<file path="src/hw/rtl/mvat_pkg.sv">
// mvat_pkg: shared types, widths and register codes of the mesh vertex transform
// used by every module under hw/rtl
`default_nettype none

package mvat_pkg;

  localparam int COORD_WIDTH = 20;
  localparam int COEF_WIDTH_DEF = 16;
  localparam int NUM_REGS = 6;
  localparam int CFG_ADDR_W = 3;
  localparam int REG_LIMIT = 64;

  localparam logic [CFG_ADDR_W-1:0] REG_CENTER = 3'd0;
  localparam logic [CFG_ADDR_W-1:0] REG_SCALE  = 3'd1;
  localparam logic [CFG_ADDR_W-1:0] REG_ROW0   = 3'd2;
  localparam logic [CFG_ADDR_W-1:0] REG_ROW1   = 3'd3;
  localparam logic [CFG_ADDR_W-1:0] REG_ROW2   = 3'd4;
  localparam logic [CFG_ADDR_W-1:0] REG_OFFSET = 3'd5;

  localparam logic KIND_VERTEX = 1'b0;
  localparam logic KIND_NORMAL = 1'b1;

  typedef struct packed {
    logic                          kind;
    logic signed [COORD_WIDTH-1:0] in_x;
    logic signed [COORD_WIDTH-1:0] in_y;
    logic signed [COORD_WIDTH-1:0] in_z;
  } point_t;

  typedef struct packed {
    logic signed [COORD_WIDTH-1:0] out_x;
    logic signed [COORD_WIDTH-1:0] out_y;
    logic signed [COORD_WIDTH-1:0] out_z;
    logic                          saturated;
  } result_t;

  function automatic int cfg_data_width(int coef_w);
    return (3 * coef_w > 3 * COORD_WIDTH) ? 3 * coef_w : 3 * COORD_WIDTH;
  endfunction

  function automatic int cfg_reg_bits(int coef_w);
    return (cfg_data_width(coef_w) > REG_LIMIT) ? REG_LIMIT : cfg_data_width(coef_w);
  endfunction

endpackage

`default_nettype wire

</file>
<file path="src/hw/rtl/mvat_place.sv">
// mvat_place: offset add, saturation and the output register
// depends on mvat_pkg
`default_nettype none

module mvat_place
  import mvat_pkg::*;
(
  input  wire logic                               clk,
  input  wire logic                               rst,
  input  wire logic                               up_valid,
  output logic                                    up_ready,
  input  wire logic                               up_kind,
  input  wire logic signed [COORD_WIDTH+6+3-1:0]  up_r [3],
  input  wire logic signed [COORD_WIDTH-1:0]      offset [3],
  output logic                                    res_valid,
  input  wire logic                               res_ready,
  output result_t                                 res
);

  localparam int RW = COORD_WIDTH + 6 + 3;
  localparam int TW = RW + 1;
  localparam logic signed [TW-1:0] HI = TW'((64'sd1 <<< (COORD_WIDTH - 1)) - 64'sd1);
  localparam logic signed [TW-1:0] LO = -HI - TW'(1);

  logic                          e_v;
  result_t                       e_res;
  logic signed [TW-1:0]          t [3];
  logic signed [COORD_WIDTH-1:0] c [3];
  logic [2:0]                    clip;
  logic                          e_adv;

  assign e_adv    = !e_v || res_ready;
  assign up_ready = e_adv;

  always_comb begin
    for (int i = 0; i < 3; i++) begin
      if (up_kind == KIND_VERTEX) t[i] = TW'(up_r[i]) + TW'(offset[i]);
      else                        t[i] = TW'(up_r[i]);
      if (t[i] > HI) begin
        c[i]    = HI[COORD_WIDTH-1:0];
        clip[i] = 1'b1;
      end else if (t[i] < LO) begin
        c[i]    = LO[COORD_WIDTH-1:0];
        clip[i] = 1'b1;
      end else begin
        c[i]    = t[i][COORD_WIDTH-1:0];
        clip[i] = 1'b0;
      end
    end
  end

  always_ff @(posedge clk) begin
    if (rst) begin
      e_v <= 1'b0;
    end else if (e_adv) begin
      e_v <= up_valid;
    end
  end

  always_ff @(posedge clk) begin
    if (e_adv && up_valid) begin
      e_res.out_x     <= c[0];
      e_res.out_y     <= c[1];
      e_res.out_z     <= c[2];
      e_res.saturated <= |clip;
    end
  end

  assign res_valid = e_v;
  assign res       = e_res;

endmodule

`default_nettype wire

</file>
<file path="config.mk">
export PLATFORM = sky130hd
export DESIGN_NAME = mvat_place
export DESIGN_NICKNAME = d
export VERILOG_FILES = /design/src/hw/rtl/mvat_pkg.sv /design/src/hw/rtl/mvat_place.sv
export SDC_FILE = /design/constraint.sdc
export NUM_CORES = 1
export LEC_CHECK = 0
export ABC_CLOCK_PERIOD_IN_PS = 4700
export BUFFER_PORTS_ARGS = -buffer_cell sky130_fd_sc_hd__buf_2
export CAP_MARGIN = 15
export CORE_MARGIN = 2
export CORE_UTILIZATION = 54
export DETAILED_ROUTE_END_ITERATION = 16
export PLACE_DENSITY = 0.82
export SYNTH_ARGS = -nofsm -noshare
export SYNTH_HDL_FRONTEND = slang
export SYNTH_SLANG_ARGS = --single-unit
export TNS_END_PERCENT = 50
</file>
<file path="constraint.sdc">
create_clock -name clk -period 4.7 [get_ports clk]
set_clock_uncertainty 0.15 [all_clocks]
set_input_delay 0 -clock clk [delete_from_list [all_inputs] [get_ports clk]]
set_output_delay 0 -clock clk [all_outputs]
set_load 0.05 [all_outputs]
</file>
* After elaboration in Yosys (flattened, before gate mapping)
Index checks and enable logic that the tools add are counted.
Word-level totals: register bits 62, output and inout bits 63
Cells by class: add/subtract/negate cells 3, order comparisons 6, mux-type cells 12, reduce and logical (&&, ||, !) cells 4
Operator list (number):
- adder 29 x 20 -> 30 bit | 3
- greater-than comparator 30 x 20 -> 1 bit, second input constant | 3
- less-than comparator 30 x 20 -> 1 bit, second input constant | 3
- 2-to-1 mux 30 bit | 3
- 2-to-1 mux 20 bit | 3
- 2-to-1 mux 1 bit | 6
- OR reduction 3 bit | 1
- logical AND 1 bit | 1
- zero test 1 bit | 1
- logical OR 1 bit | 1

* Logic depth before layout (Yosys ltp)
word-level depth 6, gate-level depth with buffers 15

* Least setup slack after synthesis
Ideal clock, no wire load.
path kind input-to-reg, start point input port offset[20] (netlist bit), end point register e_res (netlist bit res[38]) (data pin), data arrival time 3325 ps, required time 4286 ps, setup slack 961 ps, stages 15, path through ha_1 -> fa_1 -> a21o_1 -> a221oi_1 -> or3_4 -> a2111oi_4 -> o22ai_2 -> xor2_1 -> o21ai_0 -> or4_1 -> or4_1 -> buf_4 -> nand2b_4 -> buf_12 -> a21oi_2
Between the ends: cells in the longest elaborated chain, start to end 4
RTL lines:
- start: declaration | line mvat_place.sv:14 | input wire logic signed [COORD_WIDTH-1:0] offset [3],
- adder 29 x 20 -> 30 bit (*) | line mvat_place.sv:37 | if (up_kind == KIND_VERTEX) t[i] = TW'(up_r[i]) + TW'(offset[i]);
- 2-to-1 mux 30 bit (*) | line mvat_place.sv:37
- less-than comparator 30 x 20 -> 1 bit | line mvat_place.sv:42 | end else if (t[i] < LO) begin
- 2-to-1 mux 20 bit | line mvat_place.sv:42
- end: declaration | line mvat_place.sv:26 | result_t e_res;
Every way passes the cells marked *; elsewhere a longest branch is shown, timed or not. A chain may end at the register's enable or synchronous reset.

* Final worst setup path
start point input port up_r[0] (netlist bit), end point register e_res (netlist bit res[13]) (data pin)
Between the ends: cells in the longest elaborated chain, start to end 4
RTL lines:
- start: declaration | line mvat_place.sv:13 | input wire logic signed [COORD_WIDTH+6+3-1:0] up_r [3],
- adder 29 x 20 -> 30 bit | line mvat_place.sv:37
- 2-to-1 mux 30 bit (*) | line mvat_place.sv:37
- less-than comparator 30 x 20 -> 1 bit | line mvat_place.sv:42
- 2-to-1 mux 20 bit | line mvat_place.sv:42
Marked as above.

==> run summary <==
status -> finished, final reports clean
top cells by area, synth -> edfxtp_1 23%, ha_1 14%, a21oi_1 7.3%
ys flop type -> edfxtp_1
Initial DRC Count -> 799
GPL Wtd Cong -> 0.908
DRC Markers -> 0
CTS H-tree depth -> 3
initial antenna violation count -> 2
TNS Setup -> 0 ns
CP Capture Type -> register
MaxCap Viol Count -> 0
final hold violation count -> 0
final WL -> 25400 um
GR Util All Layers -> 30.7%
CP startpoint -> up_r[0]
most common cell in the netlist -> a21oi_1
largest fanout on the critical path -> 9
Post-synth top cells -> 117 x a21oi_1, 96 x nor2_1, 87 x ha_1, 81 x nand2_1, 69 x o21ai_0
Static Leakage -> 4.45 nW
fin nets -> 1478
die width -> 126 um
vias in the first global route -> 8551
average routed wire per standard cell -> 17.8 um
Cell Rows -> 44
CTS tree -> built
crit path capture -> res[13]
RSZ-0062 raised after global routing -> no
detailed-route via count -> 9023
FFs w/ async S/R, synth -> 0%
CTS max path bufs -> 2
reg2reg path depth -> 3
Clock Root Buffer -> clkbuf_16
Die Span Y -> 126 um
Slew headroom -> 45.6%
Tmin final -> 4.48 ns
crit start category -> primary input
Seq cells post-synth -> 62
Worst Setup Path Type -> primary input to register
clk_lat worst skew -> 0.34 ns
final setup vio count -> 0
floorplan core area -> 14500 sq um
Worst-Margin Slew -> 0.817 ns
Hold Slack -> 0.00808 ns
Max VDD drop -> 151 uV
CTS Sinks -> 62
clk slew on worst S/H paths -> 0.06 ns
fmax -> 223 MHz
DP Cell Count -> 1351
Synth Area per Inst -> 8.08 sq um
DRT Pass-1 Iters -> 7
area delta synth->final -> 26.6%
Reg2Reg Capture Point -> res[23]
HPWL after DPL -> 18100 um
Cell Pwr Density -> 266 nW/um^2
first-pass GRT wire length -> 40400 um
Initial Util -> 55.3%
Post-Syn Instances -> 990
r2r startpoint -> res_valid
HP Class -> primary input to register
largest net degree at the start of global routing -> 62
synth unique cells -> 80
Port Buf Inserts -> 214
DR vias/cell -> 6.32
Synth area leader -> edfxtp_1
register area -> 1850 sq um
R2R setup slack -> 2.96 ns
fill count -> 1171
Net Count, Synth -> 1232
final cell count without fillers -> 1427
Post-DRT Antenna Nets -> 0
area of the multi-input gates -> 5880 sq um
post-synthesis sequential area ratio -> 23.1%
WP data required -> 4.63 ns
critical path arrival -> 4.40 ns
Die ar. -> 15800 sq um
Slew Limit Fails -> 0
period utilization -> 95.3%
Ports -> 215
GR Overflow Total -> 0
top cell type's share of synthesized area -> 22.9%
clock buffer count from CTS -> 9
Post-synth EDFFs -> 61
layout cell share with drive strength beyond 1 -> 22.1%
Yosys Warn Count -> 0
post-synth design cell area -> 8000 sq um
kinds of logic after synthesis:
logic type | Yosys count | synth area share, %
AO/OA/AOI/OAI | 380 | 31.4
AND/OR/NAND/NOR | 303 | 18.3
adder cells (fa/ha/maj) | 90 | 14.4
buffers and inverters | 76 | 3.88
XOR/XNOR | 64 | 7.01
flip-flops | 62 | 23.1
multiplexers | 15 | 1.88
area by class of cell:
type,count,area share [%]
flip-flops and latches,62,18.3
multi-input cells,852,58.1
inverters,28,1.04
well taps,184,2.27
clock buffers,9,2.22
repair buffers,283,17.1
diodes,2,0.0494
clock inverters,7,0.877
sequential cells by signal, indices dropped and copies added (netlist names):
register / count
res: 61
res_valid: 1
routing by layer:
layer / global-route usage (%) / part of all wire, %
met1: 38.1 / 40
met2: 50.2 / 45
met3: 6.20 / 8.8
met4: 16.5 / 5.3
met5: 0 / 0
worst max-delay path, cell delays in order:
cell             delay (ns)
dlygate4sd3_1          0.53
buf_2                  0.14
ha_1                   0.21
fa_1                   0.41
a21o_1                 0.21
a311o_1                0.42
a41oi_2                0.25
a21oi_1                0.15
o31ai_4                0.29
o221ai_1               0.16
a21oi_1                0.21
xor2_1                 0.17
o21ai_0                0.23
o41ai_4                0.50
clkdlybuf4s15_2        0.39
o21ai_0                0.13
per-stage QoR:
step / total power (W) / util [%] / cell area [sq um] / worst slack (ns)
global route: 0.00284 / 69.9 / 10100 / 0.0392
global placement: 0.00188 / 63.5 / 9190 / 0.589
detailed placement: 0.00190 / 63.5 / 9190 / 0.430
floorplan: 0.00161 / - / 8000 / 0.961
finish: 0.00270 / 69.9 / 10100 / 0.223
CTS: 0.00265 / 69.5 / 10100 / 0.239
timing repair:
action / CTS / global route
hold endpoints to repair: 55 / 0
endpoints found under the setup margin: 0 / 27
resized for setup: 0 / 6
hold buffers: 56 / 0
setup buffers: 0 / 1
placed cells by master (no fill, tap or decap), types with 13 or more instances in the layout:
| master | instances |
|---|---|
| nor3_1 | 18 |
| dlygate4sd3_1 | 56 |
| a31oi_1 | 15 |
| nor2b_1 | 19 |
| nand2_1 | 81 |
| xnor2_1 | 31 |
| nor2_1 | 96 |
| buf_4 | 13 |
| ha_1 | 87 |
| nand4_1 | 19 |
| inv_1 | 27 |
| edfxtp_1 | 61 |
| mux2i_1 | 15 |
| a221oi_1 | 15 |
| nand3_1 | 24 |
| buf_2 | 213 |
| a21oi_1 | 117 |
| a21o_1 | 35 |
| xor2_1 | 33 |
| o21ai_0 | 69 |
worst min-delay path by stage:
stage,start,to,slack [ns],depth (start not counted)
6_report,up_r[47],res[39],0.008,3
5_1_grt,up_r[47],res[39],0.01,3
4_1_cts,up_r[47],res[39],0.0008,3
3_5_place_dp,rst,res_valid,0.01,2
3_3_place_gp,rst,res_valid,0.01,2
2_1_floorplan,rst,res_valid,-0.08,1
power by group:
group | switching, W | total (W) | internal (W) | leakage, nW
clock network | 0.000262 | 0.000723 | 0.000460 | 0.150
registers | 0.0000152 | 0.000697 | 0.000682 | 0.594
logic | 0.000806 | 0.00128 | 0.000473 | 3.70
No activity file was read; power rests on OpenSTA's default activity.
