`src/hw/rtl/mvat_pkg.sv`:
```
// mvat_pkg: shared types, widths and register codes of the mesh vertex transform
// used by every module under hw/rtl
`default_nettype none

package mvat_pkg;

  localparam int COORD_WIDTH = 20;
  localparam int COEF_WIDTH_DEF = 16;
  localparam int NUM_REGS = 6;
  localparam int CFG_ADDR_W = 3;
  localparam int REG_LIMIT = 64;

  localparam logic [CFG_ADDR_W-1:0] REG_CENTER = 3'd0;
  localparam logic [CFG_ADDR_W-1:0] REG_SCALE  = 3'd1;
  localparam logic [CFG_ADDR_W-1:0] REG_ROW0   = 3'd2;
  localparam logic [CFG_ADDR_W-1:0] REG_ROW1   = 3'd3;
  localparam logic [CFG_ADDR_W-1:0] REG_ROW2   = 3'd4;
  localparam logic [CFG_ADDR_W-1:0] REG_OFFSET = 3'd5;

  localparam logic KIND_VERTEX = 1'b0;
  localparam logic KIND_NORMAL = 1'b1;

  typedef struct packed {
    logic                          kind;
    logic signed [COORD_WIDTH-1:0] in_x;
    logic signed [COORD_WIDTH-1:0] in_y;
    logic signed [COORD_WIDTH-1:0] in_z;
  } point_t;

  typedef struct packed {
    logic signed [COORD_WIDTH-1:0] out_x;
    logic signed [COORD_WIDTH-1:0] out_y;
    logic signed [COORD_WIDTH-1:0] out_z;
    logic                          saturated;
  } result_t;

  function automatic int cfg_data_width(int coef_w);
    return (3 * coef_w > 3 * COORD_WIDTH) ? 3 * coef_w : 3 * COORD_WIDTH;
  endfunction

  function automatic int cfg_reg_bits(int coef_w);
    return (cfg_data_width(coef_w) > REG_LIMIT) ? REG_LIMIT : cfg_data_width(coef_w);
  endfunction

endpackage

`default_nettype wire

```
`src/hw/rtl/mvat_cfg.sv`:
```
// mvat_cfg: configuration register file and unpacking of the packed components
// depends on mvat_pkg
`default_nettype none

module mvat_cfg
  import mvat_pkg::*;
#(
  parameter int COEF_WIDTH = COEF_WIDTH_DEF
) (
  input  wire logic                                   clk,
  input  wire logic                                   rst,
  input  wire logic                                   cfg_we,
  input  wire logic [CFG_ADDR_W-1:0]                  cfg_index,
  input  wire logic [cfg_data_width(COEF_WIDTH)-1:0]  cfg_data,
  output logic signed [COORD_WIDTH-1:0]               center [3],
  output logic signed [COEF_WIDTH-1:0]                scale [3],
  output logic signed [COEF_WIDTH-1:0]                rot [3][3],
  output logic signed [COORD_WIDTH-1:0]               offset [3]
);

  localparam int RB = cfg_reg_bits(COEF_WIDTH);
  localparam int CW3 = 3 * COORD_WIDTH;
  localparam int FW3 = 3 * COEF_WIDTH;

  logic [RB-1:0] regs [NUM_REGS];

  always_ff @(posedge clk) begin
    if (rst) begin
      for (int k = 0; k < NUM_REGS; k++) regs[k] <= '0;
    end else if (cfg_we) begin
      unique case (cfg_index)
        REG_CENTER: regs[REG_CENTER] <= cfg_data[RB-1:0];
        REG_SCALE:  regs[REG_SCALE]  <= cfg_data[RB-1:0];
        REG_ROW0:   regs[REG_ROW0]   <= cfg_data[RB-1:0];
        REG_ROW1:   regs[REG_ROW1]   <= cfg_data[RB-1:0];
        REG_ROW2:   regs[REG_ROW2]   <= cfg_data[RB-1:0];
        REG_OFFSET: regs[REG_OFFSET] <= cfg_data[RB-1:0];
        default: ;
      endcase
    end
  end

  // bits beyond the stored width read as zero
  logic [CW3-1:0] cen_ext, off_ext;
  logic [FW3-1:0] scl_ext, row0_ext, row1_ext, row2_ext;

  always_comb begin
    cen_ext  = CW3'(regs[REG_CENTER]);
    off_ext  = CW3'(regs[REG_OFFSET]);
    scl_ext  = FW3'(regs[REG_SCALE]);
    row0_ext = FW3'(regs[REG_ROW0]);
    row1_ext = FW3'(regs[REG_ROW1]);
    row2_ext = FW3'(regs[REG_ROW2]);
    for (int i = 0; i < 3; i++) begin
      center[i] = cen_ext[i*COORD_WIDTH +: COORD_WIDTH];
      offset[i] = off_ext[i*COORD_WIDTH +: COORD_WIDTH];
      scale[i]  = scl_ext[i*COEF_WIDTH +: COEF_WIDTH];
      rot[0][i] = row0_ext[i*COEF_WIDTH +: COEF_WIDTH];
      rot[1][i] = row1_ext[i*COEF_WIDTH +: COEF_WIDTH];
      rot[2][i] = row2_ext[i*COEF_WIDTH +: COEF_WIDTH];
    end
  end

endmodule

`default_nettype wire

```
`config.mk`:
```
export PLATFORM = sky130hd
export DESIGN_NAME = mvat_cfg
export DESIGN_NICKNAME = d
export VERILOG_FILES = /design/src/hw/rtl/mvat_pkg.sv /design/src/hw/rtl/mvat_cfg.sv
export SDC_FILE = /design/constraint.sdc
export NUM_CORES = 1
export LEC_CHECK = 0
export ABC_CLOCK_PERIOD_IN_PS = 7920
export BUFFER_PORTS_ARGS = -buffer_cell sky130_fd_sc_hd__clkbuf_2
export CORE_MARGIN = 1.5
export CORE_UTILIZATION = 55
export CTS_CLUSTER_SIZE = 10
export DETAILED_ROUTE_END_ITERATION = 10
export PLACE_DENSITY = 0.93
export SYNTH_ARGS = -nofsm -noshare
export SYNTH_HDL_FRONTEND = slang
export SYNTH_SLANG_ARGS = --single-unit
```
`constraint.sdc`:
```
create_clock -name clk -period 7.92 [get_ports clk]
set_input_delay 1.188 -clock clk [delete_from_list [all_inputs] [get_ports clk]]
set_output_delay 1.188 -clock clk [all_outputs]
set_load 0.005 [all_outputs]
```
# [Yosys cells after proc, flatten, opt, wreduce, memory -nomap -nowiden]
# Memories as Yosys holds them, arrays and structs flattened.
# Cells that the tools add are included.
[op_classes] n_bitwise=6 eq_ne=5 n_mux=32 reduce_logical=1
[op_table] operator="$mux W60" n=6
[op_table] operator="$mux W1" n=26
[op_table] operator="$eq A3 B2 Y1 const B" n=2
[op_table] operator="$eq A3 B3 Y1 const B" n=2
[op_table] operator="$or A1 B1 Y1" n=6
[op_table] operator="$eq A3 B1 Y1 const B" n=1
[op_table] operator="$logic_not A3 Y1" n=1
[totals] input_bits=66 memories=1 mem_bits_rw=360 reg_bits=0
[mem_list] memory="regs" words=6 word_bits=60 read_ports=6 rd_clocked_by_memory_dff=0 wr=6 line_no="mvat_cfg.sv:25" source="logic [RB-1:0] regs [NUM_REGS];"

# [Longest topological paths before layout]
[depth] depth_word=6 mapped_depth=6

# [Worst setup path after synthesis]
# OpenSTA, ideal clock, no wires.
[synth_path] path_type="input-to-reg" startpoint="input port cfg_index[1]" endpoint="memory regs[0][0] (netlist bit), enable pin" arrival_time_ns=3.088 path_buffers=2 path_stages=4 setup_ns=0.417 setup_slack_ns=4.415 cell_sequence="nor2_1 clkbuf_1 clkbuf_1 a21o_1"
[synth_lines] element="from (decl)" line_no="mvat_cfg.sv:13" source="input wire logic [CFG_ADDR_W-1:0] cfg_index,"
[synth_lines] element="to (decl)" line_no="mvat_cfg.sv:25"

==> flow_metrics.py <==
metrics = {
    "worst_setup_path": {
        "worst_path_largest_cell_delay_ns": 1.06,
        "critical_path.top_delay_family": "buffers and inverters",
        "critPathArrivalTime_ns": 3.56,
        "worstPathCellList": "clkbuf_2 > nor2b_4 > buf_4 > buf_4 > a21o_2",
        "worst_path_most_repeated_cell": "sky130_fd_sc_hd__buf_4",
        "critical_path_peak_fanout": 56,
        "cp_slowest_cell": "sky130_fd_sc_hd__a21o_2",
        "worstPathBufferInverterCount": 3,
        "critical_path_class": "input port to flip-flop",
        "worst_setup_path_end_kind": "flip-flop",
        "setup.worst_path.start_class": "input port",
        "critPathLaunch": "cfg_index[0]",
        "cp.required_ns": 8.02,
    },
    "timing": {
        "hold_slack_ns": 1.02,
        "tightest_slew_ns": 1.27,
        "max_clock_freq_mhz": 289,
        "finalWorstSetupSlack_ns": 4.46,
        "timing.final.setup_violations": 0,
        "final-hold-violation-count": 0,
        "finalCriticalPeriod_ns": 3.46,
        "final-max-slew-violation-count": 0,
        "grt_setup_unrepaired": "false",
        "final.setup.tns_ns": 0,
        "timing.slew.headroom_pct": 15.0,
        "layout_worst_path_cycle_share_pct": 43.7,
    },
    "cells_and_area": {
        "regArea_um2": 9370,
        "post-route-cell-area_um2": 14700,
        "share_of_post_route_cells_with_drive_strength_above_1_pct": 41.1,
        "reg.largest.list": "regs x312",
        "layout.nets": 1131,
        "combined_area_of_the_multi_input_logic_cells_um2": 2090,
        "fin_cells": 1341,
        "antennaDiodeCount": 0,
        "largest_register_ff_count": 312,
        "number_of_inserted_filler_cells_in_the_final_layout": 1323,
        "flow.area_growth_from_synthesis_pct": 24.7,
        "largest_register": "regs",
        "fin_util_pct": 70.1,
    },
    "drt": {
        "detail_route.wl_per_cell_um": 23.2,
        "remaining_drc_errors": 0,
        "dr.pass1.iters": 5,
        "detail-route-antenna-nets": 0,
        "vias": 7880,
        "dr.first_iter.drc_count": 625,
        "routed_via_density": 5.88,
        "drt-total-wl_um": 31100,
    },
    "floorplan": {
        "design.core.area_um2": 21000,
        "ioPinCount": 378,
        "die_h_um": 150,
        "die_area_um2": 22400,
        "fp-row-count": 53,
        "die_width_um": 150,
        "floorplan.initialDensity_pct": 56.2,
    },
    "cts": {
        "htree_num_levels": 2,
        "clk_root_buffer_cell": "sky130_fd_sc_hd__clkbuf_16",
        "tritoncts_num_sinks": 312,
        "tritoncts": "yes",
        "cts.reportedPaths.clkPinSlew_ns": 0.05,
        "clockBufferDepth": 3,
        "cts_setup_buffers": 0,
        "cts_hold_buf": 0,
        "number_of_cts_inserted_buffers": 37,
        "post_cts.resized_instances": 0,
    },
    "run": {
        "maxCapViolCount": 0,
    },
    "worst_hold_path": {
        "min_delay_worst_type": "input port to flip-flop",
        "holdCritStartpoint": "cfg_data[53]",
    },
    "grt": {
        "global_route.usage.total_pct": 27.1,
        "antenna_found_initial": 0,
        "maximum_number_of_pins_on_one_net_before_global_route_repair": 102,
        "number_of_global_route_vias_before_repair": 7749,
        "grt_first_pass_wirelength_um": 44900,
        "grt.overflow.total": 0,
    },
    "synthesis": {
        "synthesis.area_um2": 11800,
        "synth.avg_cell_area_um2": 16.7,
        "synth_top_area_cell": "sky130_fd_sc_hd__edfxtp_1",
        "postSynthCellCount": 706,
        "yosysUniqueCellTypes": 15,
        "synth_area_leaders": "sky130_fd_sc_hd__edfxtp_1 (79%), sky130_fd_sc_hd__and3_1 (17%), sky130_fd_sc_hd__clkbuf_1 (1.4%)",
        "synth_top_area_share_pct": 79.2,
        "ys_seq_area_share_pct": 79.2,
        "ys_warn_count": 0,
        "synth.ff_latch_count": 312,
        "synthesized_netlist_net_count": 772,
    },
    "placement": {
        "gpl.final_weighted_congestion": 0.786,
        "buffer_ports.inserted": 377,
        "dp_worst_setup_slack_ns": 4.00,
        "placed_cells": 1301,
        "detailed_place_hpwl_um": 19400,
        "post_dp_cell_area_um2": 13800,
    },
    "power": {
        "p_per_area_nw_per_um2": 249,
        "max-vdd-ir-drop_mv": 0.284,
        "leakagePower_nw": 7.05,
        "p_total_mw": 3.66,
    },
    "status": {
        "run_status": "complete, no violations",
    },
}
==> path summary, 6_finish.rpt <==
check	end	cells past startpoint
setup / recovery	regs[1][11]$_SDFFCE_PN0P_	5
hold / removal	regs[0][53]$_SDFFCE_PN0P_	2
==> final cells by class <==
class | count | area share [%]
repair buffers | 389 | 13.4
flip-flops and latches | 312 | 63.6
clock buffers | 37 | 6.28
clock inverters | 3 | 0.255
well taps | 275 | 2.33
multi-input cells | 325 | 14.2
==> power breakdown <==
group	switching, mW	internal [mW]	leakage (nW)	total (mW)
registers	0.0358	1.93	3.02	1.97
logic	0.177	0.0946	3.56	0.272
clock network	0.573	0.853	0.473	1.43
==> metal layers <==
| metal | track usage, % | up-vias | part of all wire (%) | routed length, um |
|---|---|---|---|---|
| li1 | - | 3425 | - | - |
| met1 | 33.0 | 3864 | 36 | 11000 |
| met2 | 46.4 | 510 | 51 | 15800 |
| met3 | 6.04 | 81 | 9.6 | 2990 |
| met4 | 12.1 | 0 | 3.8 | 1170 |
| met5 | 0 | - | 0 | 0 |
==> cells in the mapped netlist, drive strengths merged <==
master    n
buf      23
and2      1
a21o      4
edfxtp  312
nor2b     2
and3b     1
clkbuf   46
a31o      2
nor2      1
and3    312
and2b     1
nor3b     1
==> logic make-up after synthesis <==
| logic type | count (synthesis) | share of synthesized area [%] |
|---|---|---|
| AND/OR/NAND/NOR | 319 | 17.0 |
| buffers and inverters | 69 | 3.35 |
| AO/OA/AOI/OAI | 6 | 0.402 |
| flip-flops | 312 | 79.2 |
==> cell usage in the layout, fill, tap and decap left out <==
master,instances
sky130_fd_sc_hd__a21o_2,4
sky130_fd_sc_hd__a31o_2,1
sky130_fd_sc_hd__a31o_4,1
sky130_fd_sc_hd__and2_2,1
sky130_fd_sc_hd__and2b_1,1
sky130_fd_sc_hd__and3_1,312
sky130_fd_sc_hd__and3b_2,1
sky130_fd_sc_hd__buf_4,12
sky130_fd_sc_hd__bufinv_16,1
sky130_fd_sc_hd__clkbuf_16,37
sky130_fd_sc_hd__clkbuf_2,377
sky130_fd_sc_hd__clkinv_1,2
sky130_fd_sc_hd__edfxtp_1,312
sky130_fd_sc_hd__nor2_4,1
sky130_fd_sc_hd__nor2b_1,1
sky130_fd_sc_hd__nor2b_4,1
sky130_fd_sc_hd__nor3b_4,1
Note: power is estimated with default switching activity, not from simulation.
