**config.mk**
```make
export PLATFORM = sky130hd
export DESIGN_NAME = mvat_scale
export DESIGN_NICKNAME = d
export VERILOG_FILES = /design/src/hw/rtl/mvat_pkg.sv /design/src/hw/rtl/mvat_scale.sv
export SDC_FILE = /design/constraint.sdc
export NUM_CORES = 2
export LEC_CHECK = 0
export BUFFER_PORTS_ARGS = -buffer_cell sky130_fd_sc_hd__buf_4
export CORE_UTILIZATION = 55
export DETAILED_ROUTE_END_ITERATION = 10
export PLACE_DENSITY = 0.79
export SETUP_SLACK_MARGIN = 0.1
export SYNTH_ARGS = -nofsm -noshare
export SYNTH_HDL_FRONTEND = slang
export SYNTH_SLANG_ARGS = --single-unit
```
**constraint.sdc**
```tcl
create_clock -name clk -period 8.82 [get_ports clk]
set_input_delay 0.441 -clock clk [delete_from_list [all_inputs] [get_ports clk]]
set_output_delay 0.441 -clock clk [all_outputs]
set_load 0.05 [all_outputs]
```
**src/hw/rtl/mvat_pkg.sv**
```systemverilog
// mvat_pkg: shared types, widths and register codes of the mesh vertex transform
// used by every module under hw/rtl
`default_nettype none

package mvat_pkg;

  localparam int COORD_WIDTH = 20;
  localparam int COEF_WIDTH_DEF = 16;
  localparam int NUM_REGS = 6;
  localparam int CFG_ADDR_W = 3;
  localparam int REG_LIMIT = 64;

  localparam logic [CFG_ADDR_W-1:0] REG_CENTER = 3'd0;
  localparam logic [CFG_ADDR_W-1:0] REG_SCALE  = 3'd1;
  localparam logic [CFG_ADDR_W-1:0] REG_ROW0   = 3'd2;
  localparam logic [CFG_ADDR_W-1:0] REG_ROW1   = 3'd3;
  localparam logic [CFG_ADDR_W-1:0] REG_ROW2   = 3'd4;
  localparam logic [CFG_ADDR_W-1:0] REG_OFFSET = 3'd5;

  localparam logic KIND_VERTEX = 1'b0;
  localparam logic KIND_NORMAL = 1'b1;

  typedef struct packed {
    logic                          kind;
    logic signed [COORD_WIDTH-1:0] in_x;
    logic signed [COORD_WIDTH-1:0] in_y;
    logic signed [COORD_WIDTH-1:0] in_z;
  } point_t;

  typedef struct packed {
    logic signed [COORD_WIDTH-1:0] out_x;
    logic signed [COORD_WIDTH-1:0] out_y;
    logic signed [COORD_WIDTH-1:0] out_z;
    logic                          saturated;
  } result_t;

  function automatic int cfg_data_width(int coef_w);
    return (3 * coef_w > 3 * COORD_WIDTH) ? 3 * coef_w : 3 * COORD_WIDTH;
  endfunction

  function automatic int cfg_reg_bits(int coef_w);
    return (cfg_data_width(coef_w) > REG_LIMIT) ? REG_LIMIT : cfg_data_width(coef_w);
  endfunction

endpackage

`default_nettype wire

```
**src/hw/rtl/mvat_scale.sv**
```systemverilog
// mvat_scale: centre subtraction stage and per-axis scale stage with rounding
// depends on mvat_pkg
`default_nettype none

module mvat_scale
  import mvat_pkg::*;
#(
  parameter int COEF_WIDTH = COEF_WIDTH_DEF
) (
  input  wire logic                                     clk,
  input  wire logic                                     rst,
  input  wire logic                                     up_valid,
  output logic                                          up_ready,
  input  wire point_t                                   pt,
  input  wire logic signed [COORD_WIDTH-1:0]            center [3],
  input  wire logic signed [COEF_WIDTH-1:0]             scale [3],
  output logic                                          down_valid,
  input  wire logic                                     down_ready,
  output logic                                          down_kind,
  output logic signed [COORD_WIDTH+6-1:0]               down_s [3]
);

  localparam int SF = COEF_WIDTH - 4;
  localparam int DW = COORD_WIDTH + 1;
  localparam int MW = DW + COEF_WIDTH;
  localparam int SW = MW + 1 - SF;
  localparam logic signed [MW:0] HALF = (MW+1)'(1) <<< (SF - 1);

  logic                 a_v, a_kind;
  logic signed [DW-1:0] a_d [3];
  logic                 b_v, b_kind;
  logic signed [SW-1:0] b_s [3];
  logic                 a_adv, b_adv;
  logic signed [COORD_WIDTH-1:0] coord [3];
  logic signed [MW-1:0] prod [3];
  logic signed [MW:0]   rnd [3];
  logic signed [MW:0]   shf [3];

  assign b_adv    = !b_v || down_ready;
  assign a_adv    = !a_v || b_adv;
  assign up_ready = a_adv;

  always_comb begin
    coord[0] = pt.in_x;
    coord[1] = pt.in_y;
    coord[2] = pt.in_z;
    for (int i = 0; i < 3; i++) begin
      prod[i] = MW'(a_d[i]) * MW'(scale[i]);
      rnd[i]  = (MW+1)'(prod[i]) + HALF;
      shf[i]  = rnd[i] >>> SF;
    end
  end

  always_ff @(posedge clk) begin
    if (rst) begin
      a_v <= 1'b0;
      b_v <= 1'b0;
    end else begin
      if (a_adv) a_v <= up_valid;
      if (b_adv) b_v <= a_v;
    end
  end

  always_ff @(posedge clk) begin
    if (a_adv && up_valid) begin
      a_kind <= pt.kind;
      for (int i = 0; i < 3; i++) begin
        if (pt.kind == KIND_VERTEX) a_d[i] <= DW'(coord[i]) - DW'(center[i]);
        else                        a_d[i] <= DW'(coord[i]);
      end
    end
    if (b_adv && a_v) begin
      b_kind <= a_kind;
      for (int i = 0; i < 3; i++) b_s[i] <= shf[i][SW-1:0];
    end
  end

  assign down_valid = b_v;
  assign down_kind  = b_kind;
  always_comb begin
    for (int i = 0; i < 3; i++) down_s[i] = b_s[i];
  end

endmodule

`default_nettype wire

```
### After elaboration in Yosys (flattened, before gate mapping)

Memories as Yosys holds them, arrays and structs flattened.
Index checks and enable logic that the tools add are counted.

| storage, ports and cells | value |
|---|---|
| memories kept | 2 |
| memory bits (writable) | 141 |
| input port bits | 173 |
| output and inout bits | 81 |
| word-level logic and storage cells | 35 |
| register bits after elaboration | 4 |

Memory list:

| name | words | bits a word | read ports | clocked after Yosys merged registers in | wr ports | RTL line | source |
|---|---|---|---|---|---|---|---|
| b_s | 3 | 26 | 3 | 0 | 3 | mvat_scale.sv:32 | `logic signed [SW-1:0] b_s [3];` |
| a_d | 3 | 21 | 3 | 0 | 3 | mvat_scale.sv:30 | `logic signed [DW-1:0] a_d [3];` |

| cells by class | value |
|---|---|
| reduce and logical (&&, ||, !) cells | 6 |
| mux-type cells | 11 |
| bitwise gates (word level) | 3 |
| add/sub/neg operators | 6 |
| $mul | 3 |

Operator list:

| kind | count |
|---|---|
| $add 37x13->38 const B | 3 |
| $mul 21x16->37 | 3 |
| $mux 21 | 3 |
| $sub 20x20->21 | 3 |
| $mux 1 | 8 |
| $or 1x1->1 | 3 |
| $logic_and 1x1->1 | 2 |
| $logic_not 1->1 | 2 |
| $logic_or 1x1->1 | 2 |

### Depth between registers and ports, before layout

| depth | value |
|---|---|
| depth in word-level cells | 7 |
| depth in mapped cells | 26 |

### Worst setup path before layout

Ideal clock, no wire load.

| timing | value |
|---|---|
| path type | in2reg |
| start | input scale[33] in the netlist's numbering |
| end | memory b_s[0][19] in the netlist's numbering, data pin |
| arrival time | 6165 ps |
| setup slack | 2397 ps |
| required time | 8562 ps |
| buffers on the path | 1 |
| setup time | 258 ps |
| stages on the path | 23 |
| cells stage by stage | clkbuf_1 -> nand2_1 -> fa_1 -> inv_1 -> fa_1 -> fa_1 -> fa_1 -> fa_1 -> inv_1 -> fa_1 -> inv_1 -> ha_1 -> a21o_1 -> a21o_1 -> a21o_1 -> a221o_1 -> a221o_1 -> a21oi_1 -> o21bai_1 -> a21oi_2 -> o21bai_1 -> a21oi_2 -> xnor2_1 |

RTL lines:

| element | RTL line | source |
|---|---|---|
| start: declaration | mvat_scale.sv:16 | `input wire logic signed [COEF_WIDTH-1:0] scale [3],` |
| end: declaration | mvat_scale.sv:32 |  |

==> results.tsv <==
metric	value	unit
worstMarginPinSlew	962	ps
finalSetupViolCount	0	
status	completed	
cts_setup_buffers	0	
gr-total-overflow	0	
critical_path_required	9090	ps
avgViaCountPerCell	5.40	
insertion_delay	510	ps
mostFrequentLayoutCell	inv_1	
syn-num-nets	6171	
synth-async-reset-ratio	0	
dieArea	80000	sq um
ctsResizeCount	0	
core_area	77700	sq um
syn_area	43400	sq um
synth_edf_count	143	
cts_buffer_depth	2	
io_pins	254	
clock.fmax	139	MHz
firstDrtPassIters	8	
cp-end-kind	flop	
seq_area	4330	sq um
numCtsBuffers	17	
hold_buffers	0	
vias	31406	
fin_crit	7180	ps
dieHeight	283	um
cts_tree	yes	
setup_ws	1640	ps
synth_ff_type	edfxtp_1	
tns	0	ps
multi_input_area	33800	sq um
hold_class	primary input to flop	
drc	0	
rsz0062_at_grt	false	
min_from	rst	
dp_slack	1520	ps
hold_viol	0	
ys_seq_area_frac	0.0999	
cp_max_fo	16	
drt_iter0_markers	2050	
finClkSkew	18.1	ps
min_to	down_valid$_SDFFE_PP0P_	
wire_per_inst	18.3	um
critPathLaunchType	flop	
yosys_warnings	0	
postSynthCellCount	4660	
reg2reg_from	a_d[1][20]$_DFFE_PP_	
nNetsFinal	6271	
grt_pass1_vias	34015	
drv_slew	0	
io_buffers	253	
path_clk_slew	80	ps
drive_gt1_frac	0.0645	
ys_ff_latch	145	
gp_congestion	0.921	
ys_types	70	
r2r_cells	23	
grt_start_max_net_pins	71	
clock_sinks	145	
htreeDepth	4	
hpwl	84.1	mm
mostFrequentLayoutCells	inv_1 (1225), fa_1 (1014), nand2_1 (633), and2_1 (380), ha_1 (324)	
grt_pass1_wl	173	mm
wl	106	mm
slew_headroom	0.359	
ant_nets	0	
cap_violations	0	
start_util	0.558	
r2r-end	b_s[0][51]$_DFFE_PP_	
antenna_found_initial	8	
min_period_over_period	0.814	
crit_type	flop to flop	
synth.avg_cell_area	9.31	sq um
synthToLayoutAreaGrowth	7.31	%
cp.arrival	7440	ps
track_usage	0.283	
n_fill_cell	6362	
row_count	102	
die_w	283	um
rrSetupSlack	1640	ps
cts_root_buf	clkbuf_16	
hold_depth	2	
-- logic make-up after synthesis --
logic type,after synthesis,share of synthesized area
buffers and inverters,1404,0.121
AO/OA/AOI/OAI,308,0.0470
multiplexers,1,0.000231
adder cells (fa/ha/maj),1338,0.561
XOR/XNOR,112,0.0226
AND/OR/NAND/NOR,1352,0.148
flip-flops,145,0.0999
-- cells in the mapped netlist (3+ instances only) --
library cell | number | share of area
a211oi_1 | 8 | 0.0014
a21boi_0 | 7 | 0.0012
a21o_1 | 27 | 0.0047
a21oi_1 | 97 | 0.011
a21oi_2 | 5 | 0.0010
a311oi_1 | 3 | 0.00061
a31oi_1 | 9 | 0.0013
and2_1 | 381 | 0.055
and3_1 | 20 | 0.0029
and4_1 | 5 | 0.0010
buf_1 | 7 | 0.00061
clkbuf_1 | 170 | 0.015
edfxtp_1 | 143 | 0.099
fa_1 | 1014 | 0.47
ha_1 | 324 | 0.093
inv_1 | 1225 | 0.11
nand2_1 | 634 | 0.055
nand2b_1 | 27 | 0.0039
nand3_1 | 21 | 0.0024
nand4_1 | 15 | 0.0022
nor2_1 | 172 | 0.015
nor2b_1 | 17 | 0.0025
nor3_1 | 37 | 0.0043
nor3b_1 | 4 | 0.00069
nor4_1 | 3 | 0.00043
o2111ai_1 | 5 | 0.0010
o211ai_1 | 11 | 0.0019
o21a_1 | 22 | 0.0038
o21ai_0 | 55 | 0.0063
o21bai_1 | 9 | 0.0016
o31ai_1 | 20 | 0.0035
or3_1 | 6 | 0.00087
xnor2_1 | 80 | 0.016
xor2_1 | 32 | 0.0065
-- sequential cells by signal, indices dropped and copies added (netlist names) --
| register | count |
|---|---|
| a_kind | 1 |
| a_v | 1 |
| b_s | 78 |
| a_d | 63 |
| down_valid | 1 |
| down_kind | 1 |
-- critical path, cell delays in order (launching register included) --
cell	delay, ps
edfxtp_1	590
nand2_1	200
inv_1	100
fa_1	590
inv_1	140
fa_1	510
inv_1	60
fa_1	490
fa_1	480
fa_1	540
inv_1	60
fa_1	480
inv_1	70
ha_1	340
a2111oi_0	420
nand2_1	110
a21oi_1	130
o21ai_0	90
a31oi_1	680
o41a_1	300
o21ai_1	140
nor4_1	190
nor3_1	110
xnor2_1	130
-- worst max path at each step --
stage / from / endpoint / slack, ps
3_5_place_dp: scale[47] / b_s[0][19]$_DFFE_PP_ / 1520
5_1_grt: a_d[0][9]$_DFFE_PP_ / b_s[0][19]$_DFFE_PP_ / 1350
2_1_floorplan: scale[33] / b_s[0][19]$_DFFE_PP_ / 2400
3_3_place_gp: scale[47] / b_s[0][25]$_DFFE_PP_ / 1770
4_1_cts: a_d[1][20]$_DFFE_PP_ / b_s[0][51]$_DFFE_PP_ / 1730
6_report: a_d[1][20]$_DFFE_PP_ / b_s[0][51]$_DFFE_PP_ / 1640
-- routing by layer --
metal  global-route usage  vias up  part of all wire
met1                0.355    15806              0.38
met2                0.464     1431              0.48
met4                0.124        8             0.041
met3               0.0720      291             0.097
met5                    0        -           0.00054
li1                     -    13870                 -
-- per-stage QoR --
step           std cells  hold WS (ps)  instance area (sq um)   util
4_1_cts             5813          51.3                  46600  0.599
2_1_floorplan       4660           400                  43400      -
3_3_place_gp        5781           420                  46000  0.592
6_report            5818          83.3                  46600  0.599
3_5_place_dp        5781           411                  46000  0.592
5_1_grt             5814          61.5                  46600  0.599
-- final cells by class --
cell class	instances	share of cell area
well taps	1040	0.0279
flip-flops and latches	145	0.0931
inverters	1227	0.0989
clock buffers	19	0.00930
diodes	5	0.000269
repair buffers	258	0.0416
clock inverters	13	0.00296
multi-input cells	3111	0.726
Power is left out: the tool's default activity adds up to more than one toggle a clock period on the data nets, which glitch-free logic cannot reach.
